`config.mk`:
```
export PLATFORM = sky130hd
export DESIGN_NAME = nine_bit_frame_receiver
export DESIGN_NICKNAME = d
export VERILOG_FILES = /design/src/design/nbfr_pkg.sv /design/src/design/nbfr_front.sv /design/src/design/nbfr_back.sv /design/src/design/nine_bit_frame_receiver.sv
export SDC_FILE = /design/constraint.sdc
export NUM_CORES = 1
export LEC_CHECK = 0
export BUFFER_PORTS_ARGS = -buffer_cell sky130_fd_sc_hd__buf_2
export CELL_PAD_IN_SITES_DETAIL_PLACEMENT = 1
export CELL_PAD_IN_SITES_GLOBAL_PLACEMENT = 1
export CORE_ASPECT_RATIO = 0.5
export CORE_MARGIN = 2
export CORE_UTILIZATION = 30
export DETAILED_ROUTE_END_ITERATION = 16
export PLACE_DENSITY_LB_ADDON = 0.1
export REMOVE_ABC_BUFFERS = 1
export SLEW_MARGIN = 20
export SYNTH_ARGS = -nofsm -noshare
export SYNTH_HDL_FRONTEND = slang
export SYNTH_SLANG_ARGS = --single-unit
```
`constraint.sdc`:
```
create_clock -name clk -period 15.1 [get_ports clk]
set_input_delay 0.755 -clock clk [delete_from_list [all_inputs] [get_ports clk]]
set_output_delay 0.755 -clock clk [all_outputs]
set_load 0.02 [all_outputs]
```
`src/design/nbfr_pkg.sv`:
```
// Shared types, constants and the CRC-8 step for the nine-bit frame receiver.
`default_nettype none

package nbfr_pkg;

    localparam int PAYLOAD_MAX_DEFAULT = 32;
    // Held length is wide enough for any payload length up to 127.
    localparam int LEN_W = 7;
    localparam logic [7:0] CRC_INIT = 8'hFF;
    localparam logic [7:0] CRC_XOROUT = 8'hFF;

    localparam logic [2:0] CFG_NODE_ADDRESS = 3'd0;
    localparam logic [2:0] CFG_PROMISCUOUS_ENABLE = 3'd1;
    localparam logic [2:0] CFG_BROADCAST_ADDRESS = 3'd2;
    localparam logic [2:0] CFG_PROMISCUOUS_ADDRESS = 3'd3;
    localparam logic [2:0] CFG_CRC_POLYNOMIAL = 3'd4;

    typedef struct packed {
        logic       is_address;
        logic [7:0] data_byte;
    } in_item_t;

    typedef struct packed {
        logic [7:0]  dest_addr;
        logic [7:0]  source_addr;
        logic [7:0]  frame_kind;
        logic [7:0]  sequence_number;
        logic [5:0]  payload_length;
        logic [7:0]  payload_byte;
        logic [4:0]  byte_position;
        logic        byte_valid;
        logic        last_of_frame;
        logic [31:0] good_frame_count;
        logic [31:0] bad_crc_count;
    } out_item_t;

    typedef struct packed {
        logic [7:0] node_address;
        logic       promiscuous_enable;
        logic [7:0] broadcast_address;
        logic [7:0] promiscuous_address;
        logic [7:0] crc_polynomial;
    } cfg_t;

    // Header and counter snapshot of one good frame.
    typedef struct packed {
        logic [7:0]       dest;
        logic [7:0]       source;
        logic [7:0]       kind;
        logic [7:0]       seq;
        logic [LEN_W-1:0] length;
        logic [31:0]      good_count;
        logic [31:0]      fail_count;
    } desc_t;

    typedef struct packed {
        logic  valid;
        logic  bank;
        desc_t desc;
    } push_t;

    // One byte through an MSB-first CRC-8 with implicit x^8 term.
    function automatic logic [7:0] crc8_byte(input logic [7:0] crc, input logic [7:0] b,
                                             input logic [7:0] poly);
        logic [7:0] c;
        c = crc ^ b;
        for (int k = 0; k < 8; k++)
        begin
            if (c[7])
                c = {c[6:0], 1'b0} ^ poly;
            else
                c = {c[6:0], 1'b0};
        end
        return c;
    endfunction

endpackage

`default_nettype wire

```
`src/design/nbfr_front.sv`:
```
// Front end: word classification, header capture, CRC check and payload writes.
`default_nettype none

module nbfr_front #(
    parameter int PAYLOAD_MAX = nbfr_pkg::PAYLOAD_MAX_DEFAULT,
    parameter int IDX_W = (PAYLOAD_MAX > 1) ? $clog2(PAYLOAD_MAX) : 1
) (
    input  wire logic               clk,
    input  wire logic               rst_n,
    input  wire nbfr_pkg::cfg_t     cfg,
    input  wire logic               in_valid,
    output logic                    in_ready,
    input  wire nbfr_pkg::in_item_t in_data,
    input  wire logic [1:0]         bank_free,
    output logic                    wr_en,
    output logic                    wr_bank,
    output logic [IDX_W-1:0]        wr_idx,
    output logic [7:0]              wr_data,
    output nbfr_pkg::push_t         push
);

    localparam logic [7:0] LEN_LIMIT = 8'(PAYLOAD_MAX);

    typedef enum logic [6:0] {
        PH_IDLE    = 7'b0000001,
        PH_SRC     = 7'b0000010,
        PH_KIND    = 7'b0000100,
        PH_SEQ     = 7'b0001000,
        PH_LEN     = 7'b0010000,
        PH_PAYLOAD = 7'b0100000,
        PH_CRC     = 7'b1000000
    } phase_t;

    phase_t                      phase_reg, phase_next;
    logic [7:0]                  dest_reg, dest_next;
    logic [7:0]                  source_reg, source_next;
    logic [7:0]                  kind_reg, kind_next;
    logic [7:0]                  seq_reg, seq_next;
    logic [nbfr_pkg::LEN_W-1:0]  len_reg, len_next;
    logic [nbfr_pkg::LEN_W-1:0]  fill_reg, fill_next;
    logic [nbfr_pkg::LEN_W-1:0]  fill_inc;
    logic [7:0]                  crc_reg, crc_next;
    logic [31:0]                 good_reg, good_next;
    logic [31:0]                 fail_reg, fail_next;
    logic                        bank_reg, bank_next;
    logic                        accept;
    logic                        dest_ok;
    logic [7:0]                  crc_step;
    logic [7:0]                  b;

    assign in_ready = bank_free[bank_reg];
    assign accept   = in_valid && in_ready;
    assign b        = in_data.data_byte;
    assign fill_inc = fill_reg + nbfr_pkg::LEN_W'(1);

    assign dest_ok = cfg.promiscuous_enable
                     || (cfg.node_address == cfg.promiscuous_address)
                     || (b == cfg.node_address)
                     || (b == cfg.broadcast_address);

    // Address word restarts the CRC from its initial value.
    assign crc_step = nbfr_pkg::crc8_byte(in_data.is_address ? nbfr_pkg::CRC_INIT : crc_reg,
                                          b, cfg.crc_polynomial);

    always_comb
    begin
        phase_next  = phase_reg;
        dest_next   = dest_reg;
        source_next = source_reg;
        kind_next   = kind_reg;
        seq_next    = seq_reg;
        len_next    = len_reg;
        fill_next   = fill_reg;
        crc_next    = crc_reg;
        good_next   = good_reg;
        fail_next   = fail_reg;
        bank_next   = bank_reg;
        wr_en       = 1'b0;
        wr_bank     = bank_reg;
        wr_idx      = fill_reg[IDX_W-1:0];
        wr_data     = b;
        push.valid  = 1'b0;
        push.bank   = bank_reg;
        push.desc.dest       = dest_reg;
        push.desc.source     = source_reg;
        push.desc.kind       = kind_reg;
        push.desc.seq        = seq_reg;
        push.desc.length     = len_reg;
        push.desc.good_count = good_reg + 32'd1;
        push.desc.fail_count = fail_reg;

        if (accept)
        begin
            if (in_data.is_address)
            begin
                if (dest_ok)
                begin
                    dest_next  = b;
                    crc_next   = crc_step;
                    phase_next = PH_SRC;
                end
                else
                begin
                    phase_next = PH_IDLE;
                end
            end
            else
            begin
                case (phase_reg)
                    PH_IDLE:
                    begin
                        phase_next = PH_IDLE;
                    end
                    PH_SRC:
                    begin
                        source_next = b;
                        crc_next    = crc_step;
                        phase_next  = PH_KIND;
                    end
                    PH_KIND:
                    begin
                        kind_next  = b;
                        crc_next   = crc_step;
                        phase_next = PH_SEQ;
                    end
                    PH_SEQ:
                    begin
                        seq_next   = b;
                        crc_next   = crc_step;
                        phase_next = PH_LEN;
                    end
                    PH_LEN:
                    begin
                        if (b > LEN_LIMIT)
                        begin
                            phase_next = PH_IDLE;
                        end
                        else
                        begin
                            len_next   = b[nbfr_pkg::LEN_W-1:0];
                            fill_next  = '0;
                            crc_next   = crc_step;
                            phase_next = (b == 8'd0) ? PH_CRC : PH_PAYLOAD;
                        end
                    end
                    PH_PAYLOAD:
                    begin
                        wr_en     = 1'b1;
                        crc_next  = crc_step;
                        fill_next = fill_inc;
                        if (fill_inc >= len_reg)
                            phase_next = PH_CRC;
                    end
                    PH_CRC:
                    begin
                        phase_next = PH_IDLE;
                        if ((crc_reg ^ nbfr_pkg::CRC_XOROUT) != b)
                        begin
                            fail_next = fail_reg + 32'd1;
                        end
                        else
                        begin
                            good_next  = good_reg + 32'd1;
                            push.valid = 1'b1;
                            bank_next  = ~bank_reg;
                        end
                    end
                    default:
                    begin
                        phase_next = PH_IDLE;
                    end
                endcase
            end
        end
    end

    always_ff @(posedge clk or negedge rst_n)
    begin
        if (!rst_n)
        begin
            phase_reg  <= PH_IDLE;
            dest_reg   <= '0;
            source_reg <= '0;
            kind_reg   <= '0;
            seq_reg    <= '0;
            len_reg    <= '0;
            fill_reg   <= '0;
            crc_reg    <= nbfr_pkg::CRC_INIT;
            good_reg   <= '0;
            fail_reg   <= '0;
            bank_reg   <= 1'b0;
        end
        else
        begin
            phase_reg  <= phase_next;
            dest_reg   <= dest_next;
            source_reg <= source_next;
            kind_reg   <= kind_next;
            seq_reg    <= seq_next;
            len_reg    <= len_next;
            fill_reg   <= fill_next;
            crc_reg    <= crc_next;
            good_reg   <= good_next;
            fail_reg   <= fail_next;
            bank_reg   <= bank_next;
        end
    end

    // A payload byte always lands below the declared length.
    a_fill_in_range: assert property (@(posedge clk) disable iff (!rst_n)
        wr_en |-> fill_reg < len_reg)
        else $error("payload write beyond frame length");

    // A pushed frame always flips the write bank.
    a_bank_flip: assert property (@(posedge clk) disable iff (!rst_n)
        push.valid |=> bank_reg != $past(bank_reg))
        else $error("write bank did not advance after frame push");

    // Frame is pushed only from the CRC phase.
    a_push_phase: assert property (@(posedge clk) disable iff (!rst_n)
        push.valid |-> phase_reg == PH_CRC)
        else $error("frame pushed outside CRC phase");

endmodule

`default_nettype wire

```
`src/design/nbfr_back.sv`:
```
// Back end: two-bank payload memory, frame queue and result stream with output register.
`default_nettype none

module nbfr_back #(
    parameter int PAYLOAD_MAX = nbfr_pkg::PAYLOAD_MAX_DEFAULT,
    parameter int IDX_W = (PAYLOAD_MAX > 1) ? $clog2(PAYLOAD_MAX) : 1
) (
    input  wire logic                clk,
    input  wire logic                rst_n,
    input  wire logic                wr_en,
    input  wire logic                wr_bank,
    input  wire logic [IDX_W-1:0]    wr_idx,
    input  wire logic [7:0]          wr_data,
    input  wire nbfr_pkg::push_t     push,
    output logic [1:0]               bank_free,
    output logic                     out_valid,
    input  wire logic                out_ready,
    output nbfr_pkg::out_item_t      out_data
);

    localparam int MEM_DEPTH = 2 * (2 ** IDX_W);

    logic [7:0]                 mem [MEM_DEPTH];
    logic [7:0]                 rd_data_reg;

    nbfr_pkg::desc_t            desc_reg [2];
    logic [1:0]                 busy_reg, busy_next;
    logic                       rd_bank_reg, rd_bank_next;
    logic [nbfr_pkg::LEN_W-1:0] k_reg, k_next;
    logic [nbfr_pkg::LEN_W-1:0] k_inc;

    logic                       s1_valid_reg, s1_valid_next;
    nbfr_pkg::desc_t            s1_desc_reg;
    logic [4:0]                 s1_pos_reg;
    logic                       s1_byte_valid_reg;
    logic                       s1_last_reg;

    logic                       out_valid_reg, out_valid_next;
    nbfr_pkg::out_item_t        out_data_reg;

    nbfr_pkg::desc_t            head;
    logic                       head_valid;
    logic                       issue;
    logic                       issue_last;
    logic                       out_load;
    logic                       s1_free;

    assign head       = desc_reg[rd_bank_reg];
    assign head_valid = busy_reg[rd_bank_reg];
    assign k_inc      = k_reg + nbfr_pkg::LEN_W'(1);
    // An empty payload still yields one result, so k+1 >= 0 ends it at once.
    assign issue_last = (k_inc >= head.length);

    assign out_load = s1_valid_reg && (!out_valid_reg || out_ready);
    assign s1_free  = !s1_valid_reg || out_load;
    assign issue    = head_valid && s1_free;

    assign bank_free = ~busy_reg;
    assign out_valid = out_valid_reg;
    assign out_data  = out_data_reg;

    // Payload memory: front writes one bank while this side reads the other.
    always_ff @(posedge clk)
    begin
        if (wr_en)
            mem[{wr_bank, wr_idx}] <= wr_data;
        if (issue)
            rd_data_reg <= mem[{rd_bank_reg, k_reg[IDX_W-1:0]}];
    end

    always_ff @(posedge clk)
    begin
        if (push.valid)
            desc_reg[push.bank] <= push.desc;
    end

    always_comb
    begin
        busy_next    = busy_reg;
        rd_bank_next = rd_bank_reg;
        k_next       = k_reg;
        if (push.valid)
            busy_next[push.bank] = 1'b1;
        if (issue)
        begin
            if (issue_last)
            begin
                // Read data is already captured, so the bank can be refilled.
                busy_next[rd_bank_reg] = 1'b0;
                rd_bank_next           = ~rd_bank_reg;
                k_next                 = '0;
            end
            else
            begin
                k_next = k_inc;
            end
        end
    end

    assign s1_valid_next  = issue ? 1'b1 : (out_load ? 1'b0 : s1_valid_reg);
    assign out_valid_next = out_load ? 1'b1 : (out_ready ? 1'b0 : out_valid_reg);

    always_ff @(posedge clk)
    begin
        if (issue)
        begin
            s1_desc_reg       <= head;
            s1_pos_reg        <= 5'(k_reg);
            s1_byte_valid_reg <= (head.length != '0);
            s1_last_reg       <= issue_last;
        end
        if (out_load)
        begin
            out_data_reg.dest_addr        <= s1_desc_reg.dest;
            out_data_reg.source_addr      <= s1_desc_reg.source;
            out_data_reg.frame_kind       <= s1_desc_reg.kind;
            out_data_reg.sequence_number  <= s1_desc_reg.seq;
            out_data_reg.payload_length   <= 6'(s1_desc_reg.length);
            out_data_reg.payload_byte     <= s1_byte_valid_reg ? rd_data_reg : 8'd0;
            out_data_reg.byte_position    <= s1_pos_reg;
            out_data_reg.byte_valid       <= s1_byte_valid_reg;
            out_data_reg.last_of_frame    <= s1_last_reg;
            out_data_reg.good_frame_count <= s1_desc_reg.good_count;
            out_data_reg.bad_crc_count    <= s1_desc_reg.fail_count;
        end
    end

    always_ff @(posedge clk or negedge rst_n)
    begin
        if (!rst_n)
        begin
            busy_reg      <= 2'b00;
            rd_bank_reg   <= 1'b0;
            k_reg         <= '0;
            s1_valid_reg  <= 1'b0;
            out_valid_reg <= 1'b0;
        end
        else
        begin
            busy_reg      <= busy_next;
            rd_bank_reg   <= rd_bank_next;
            k_reg         <= k_next;
            s1_valid_reg  <= s1_valid_next;
            out_valid_reg <= out_valid_next;
        end
    end

    a_push_free_bank: assert property (@(posedge clk) disable iff (!rst_n)
        push.valid |-> !busy_reg[push.bank])
        else $error("frame pushed into a bank still in use");

    a_release_on_last: assert property (@(posedge clk) disable iff (!rst_n)
        (issue && issue_last) |=> !busy_reg[$past(rd_bank_reg)])
        else $error("bank not released after last read");

    a_s1_hold: assert property (@(posedge clk) disable iff (!rst_n)
        (s1_valid_reg && !out_load) |=> (s1_valid_reg && $stable(rd_data_reg)))
        else $error("read stage lost data while stalled");

    a_idle_index: assert property (@(posedge clk) disable iff (!rst_n)
        !head_valid |-> k_reg == '0)
        else $error("byte index not cleared between frames");

endmodule

`default_nettype wire

```
`src/design/nine_bit_frame_receiver.sv`:
```
// Top level of the nine-bit multidrop frame receiver with CRC-8 check.
// Takes one 9-bit bus word per cycle while in_ready is high. Address words filter on
// node, broadcast and promiscuous settings; the front end collects the header, writes
// the payload into one of two memory banks and checks the CRC-8 (init 0xFF, final xor
// 0xFF) byte by byte as words arrive. A good frame is handed to the back end, which
// streams one result per cycle while out_ready is high (one per payload byte, or a
// single result for an empty payload) through a read stage and an output register.
// Input is stalled only while both payload banks hold frames not yet fully read from
// memory. A frame of n payload bytes is n + 6 input words and gives max(n, 1) results.
// The payload memory needs no clearing after reset. Register writes are registered.
`default_nettype none

module nine_bit_frame_receiver #(
    parameter int PAYLOAD_MAX = nbfr_pkg::PAYLOAD_MAX_DEFAULT
) (
    input  wire logic                clk,
    input  wire logic                rst_n,
    input  wire logic                in_valid,
    output logic                     in_ready,
    input  wire nbfr_pkg::in_item_t  in_data,
    output logic                     out_valid,
    input  wire logic                out_ready,
    output nbfr_pkg::out_item_t      out_data,
    input  wire logic                cfg_we,
    input  wire logic [2:0]          cfg_index,
    input  wire logic [7:0]          cfg_wdata
);

    localparam int IDX_W = (PAYLOAD_MAX > 1) ? $clog2(PAYLOAD_MAX) : 1;

    nbfr_pkg::cfg_t  cfg_reg;
    logic [1:0]      bank_free;
    logic            wr_en;
    logic            wr_bank;
    logic [IDX_W-1:0] wr_idx;
    logic [7:0]      wr_data;
    nbfr_pkg::push_t push;

    always_ff @(posedge clk or negedge rst_n)
    begin
        if (!rst_n)
        begin
            cfg_reg.node_address        <= 8'd1;
            cfg_reg.promiscuous_enable  <= 1'b0;
            cfg_reg.broadcast_address   <= 8'hFF;
            cfg_reg.promiscuous_address <= 8'd0;
            cfg_reg.crc_polynomial      <= 8'h07;
        end
        else if (cfg_we)
        begin
            case (cfg_index)
                nbfr_pkg::CFG_NODE_ADDRESS:        cfg_reg.node_address <= cfg_wdata;
                nbfr_pkg::CFG_PROMISCUOUS_ENABLE:  cfg_reg.promiscuous_enable <= cfg_wdata[0];
                nbfr_pkg::CFG_BROADCAST_ADDRESS:   cfg_reg.broadcast_address <= cfg_wdata;
                nbfr_pkg::CFG_PROMISCUOUS_ADDRESS: cfg_reg.promiscuous_address <= cfg_wdata;
                nbfr_pkg::CFG_CRC_POLYNOMIAL:      cfg_reg.crc_polynomial <= cfg_wdata;
                default:
                begin
                    cfg_reg <= cfg_reg;
                end
            endcase
        end
    end

    nbfr_front #(
        .PAYLOAD_MAX(PAYLOAD_MAX),
        .IDX_W      (IDX_W)
    ) u_front (
        .clk      (clk),
        .rst_n    (rst_n),
        .cfg      (cfg_reg),
        .in_valid (in_valid),
        .in_ready (in_ready),
        .in_data  (in_data),
        .bank_free(bank_free),
        .wr_en    (wr_en),
        .wr_bank  (wr_bank),
        .wr_idx   (wr_idx),
        .wr_data  (wr_data),
        .push     (push)
    );

    nbfr_back #(
        .PAYLOAD_MAX(PAYLOAD_MAX),
        .IDX_W      (IDX_W)
    ) u_back (
        .clk      (clk),
        .rst_n    (rst_n),
        .wr_en    (wr_en),
        .wr_bank  (wr_bank),
        .wr_idx   (wr_idx),
        .wr_data  (wr_data),
        .push     (push),
        .bank_free(bank_free),
        .out_valid(out_valid),
        .out_ready(out_ready),
        .out_data (out_data)
    );

endmodule

`default_nettype wire

```
==> out/metrics.yaml <==
sta:
  clock.fmax_ghz: 0.196
  fin_tns_setup_ns: 0
  finalCriticalPeriod_ns: 5.09
  tightest_slew_ns: 1.18
  skew_ns: 0.0300
  setup_viol: 0
  whs_ns: 0.0563
  hold_viol_final: 0
  final_max_slew_viol_count: 0
  fin_crit_sh: 0.337
  max_slew_margin: 0.206
  rsz0062_at_grt: "no"
place:
  gp_congestion: 0.735
  placed_area_um2: 47500
  portBuffers: 143
  dp_hpwl_um: 68200
detailed_routing:
  vias: 21800
  wl_per_cell_um: 23.4
  antenna_left: 0
  firstDrtPassIters: 5
  drt_iter0_drc: 1369
  wl_um: 109000
  viasPerCell: 4.67
  drc: 0
synth:
  seq_area_frac_synth: 0.741
  ys_types: 90
  syn-instance-count: 2421
  synth_seq_cells: 1123
  synth_top_flop_cell: "edfxtp_1"
  syn_area_um2: 44400
  yosysWarnings: 0
  synth-edff-count: 952
  synth_async_sr_flop_share: 0.152
  synth.avg_cell_area_um2: 18.3
worst_setup_path:
  crit_slowest_cell: "dfrtp_1"
  critPathKind: "flop to flop"
  startpoint_type: "flop"
  cp-end-kind: "flop"
  worstPathCellList: "inv_1, o21ai_1, nand3b_2, a221o_1, o22ai_4, xnor2_2, nand3_1, a31oi_4, xor2_4, mux2_4, a32o_2, a211o_1, a31o_1"
  arrival_ns: 5.73
  crit_required_ns: 15.74
  critPathMaxStageDelay_ns: 0.84
  cp_max_fo: 17
layout:
  drive_gt1_frac: 0.275
  final_common_cell: "edfxtp_1"
  largest_reg_flops: 512
  syn_to_final_growth_pct: 14.8
  final_core_util: 0.348
  fin_area_um2: 51000
  final_net_count: 2645
  layout_common_cells: "952 x edfxtp_1, 168 x mux4_2, 163 x mux2_2"
  diodes: 0
die:
  die_x_um: 548
  core_area_um2: 146000
  pin_count: 144
  die_h_um: 276
  initial_core_util: 0.303
  core.rowCount: 99
  dieArea_um2: 151000
global_route:
  antenna_found_initial: 8
  grt_overflow: 0
  grt_max_degree: 111
  track_usage: 0.145
  grt_pass1_vias: 23200
  grt_pass1_wl_um: 162000
outcome:
  status: "finished, final reports clean"
clock_tree:
  holdBufCountCts: 0
  ctsResizeCount: 0
  clockRootBuffer: "clkbuf_16"
  clockBufferDepth: 3
  clkTransAtPathRegs_ns: 0.07
  post_cts.repair.setup_buffers: 0
  worstSkewPairLatency_ns: 0.71
  cts_made_buffers: 107
  cts_tree: "yes"
  cts_num_sinks: 1123
  cts_max_level: 3
power_and_ir_drop:
  p_leak_uw: 0.0178
  powerDensity_nw_per_um2: 135
  ir_worst_vdd_mv: 0.0824
  total_power_uw: 6860
worst_hold_path:
  min_path_type: "primary input to asynchronous set/reset pin"
run:
  drv_cap: 0
[cell type report]
cell class,instances,area [um^2]
fillers,14600,95400
clock inverters,50,419
multi-input cells,1158,11000
flip-flops and latches,1123,32900
inverters,28,110
repair buffers,184,1050
well taps,1969,2460
clock buffers,148,3010
[through the flow]
step | setup WS (ns) | instances
final | 10.01 | 4660
after global routing | 9.72 | 4660
after CTS | 10.01 | 4660
after detailed placement | 9.44 | 4462
after global placement | 9.59 | 4462
after floorplan | 5.67 | 2309
[worst max-delay path, delay by kind of cell, from the launching register on]
kind                   cells  cell delay [ns]
XOR/XNOR                   2             0.76
AND/OR/NAND/NOR            2             0.43
multiplexers               1             0.36
flip-flops                 1             0.84
AO/OA/AOI/OAI              7             2.19
buffers and inverters      1             0.44
[per-layer routing]
layer / wire length, um / track usage / vias to the layer above
li1: - / - / 9802
met2: 51200 / 0.229 / 291
met1: 53300 / 0.211 / 11600
met3: 3050 / 0.0225 / 110
met5: 0 / 0 / -
met4: 1710 / 0.0286 / 0
[final timing paths]
path,from,slack [ns],to,cells after the start
hold / removal,rst_n,0.06,cfg_reg[11],1
min in group clk,cfg_wdata[1],0.35,cfg_reg[1],3
max in group asynchronous,rst_n,13.84,u_front.fail_reg[1],2
setup reg to reg,cfg_reg[6],10.01,u_front.crc_reg[2],13
hold reg to reg,u_back.s1_desc_reg[58],0.42,u_back.out_data[58],0
setup / recovery,cfg_reg[6],10.01,u_front.crc_reg[2],13
[cells in the mapped netlist, types with 14 or more instances]
master    instances  area share
edfxtp_1        952        0.64
mux4_2          168       0.085
mux2_2          163       0.041
dfrtp_1         150       0.085
nand2_1         136       0.011
nor2_1          127       0.011
xnor2_1         124       0.024
clkbuf_1         77      0.0065
nand3_1          54      0.0061
xor2_1           49      0.0097
o21ai_0          42      0.0047
a21oi_1          27      0.0030
inv_1            25      0.0021
buf_1            24      0.0020
nand4_1          23      0.0032
and3_1           21      0.0030
dfstp_2          21       0.012
ha_1             18      0.0051
mux2i_1          16      0.0036
and2_1           14      0.0020
[power by group]
group / internal, uW / total (uW) / switching [uW]
Combinational: 286 / 700 / 414
Sequential: 3410 / 3490 / 70.5
Clock: 1480 / 2670 / 1190
[kinds of logic (layout without fill, tap and decap cells)]
| family | count (synthesis) | after routing | share of synthesized area |
|---|---|---|---|
| AOI/OAI and AO/OA | 162 | 162 | 0.0263 |
| xor gates and xnor gates | 177 | 177 | 0.0358 |
| adders and majority gates | 18 | 18 | 0.00507 |
| buffers and inverters | 140 | 410 | 0.0125 |
| DFF | 1123 | 1123 | 0.741 |
| muxes | 348 | 348 | 0.130 |
| and+or+nand+nor | 453 | 453 | 0.0491 |
(Power assumes the default switching activity.)
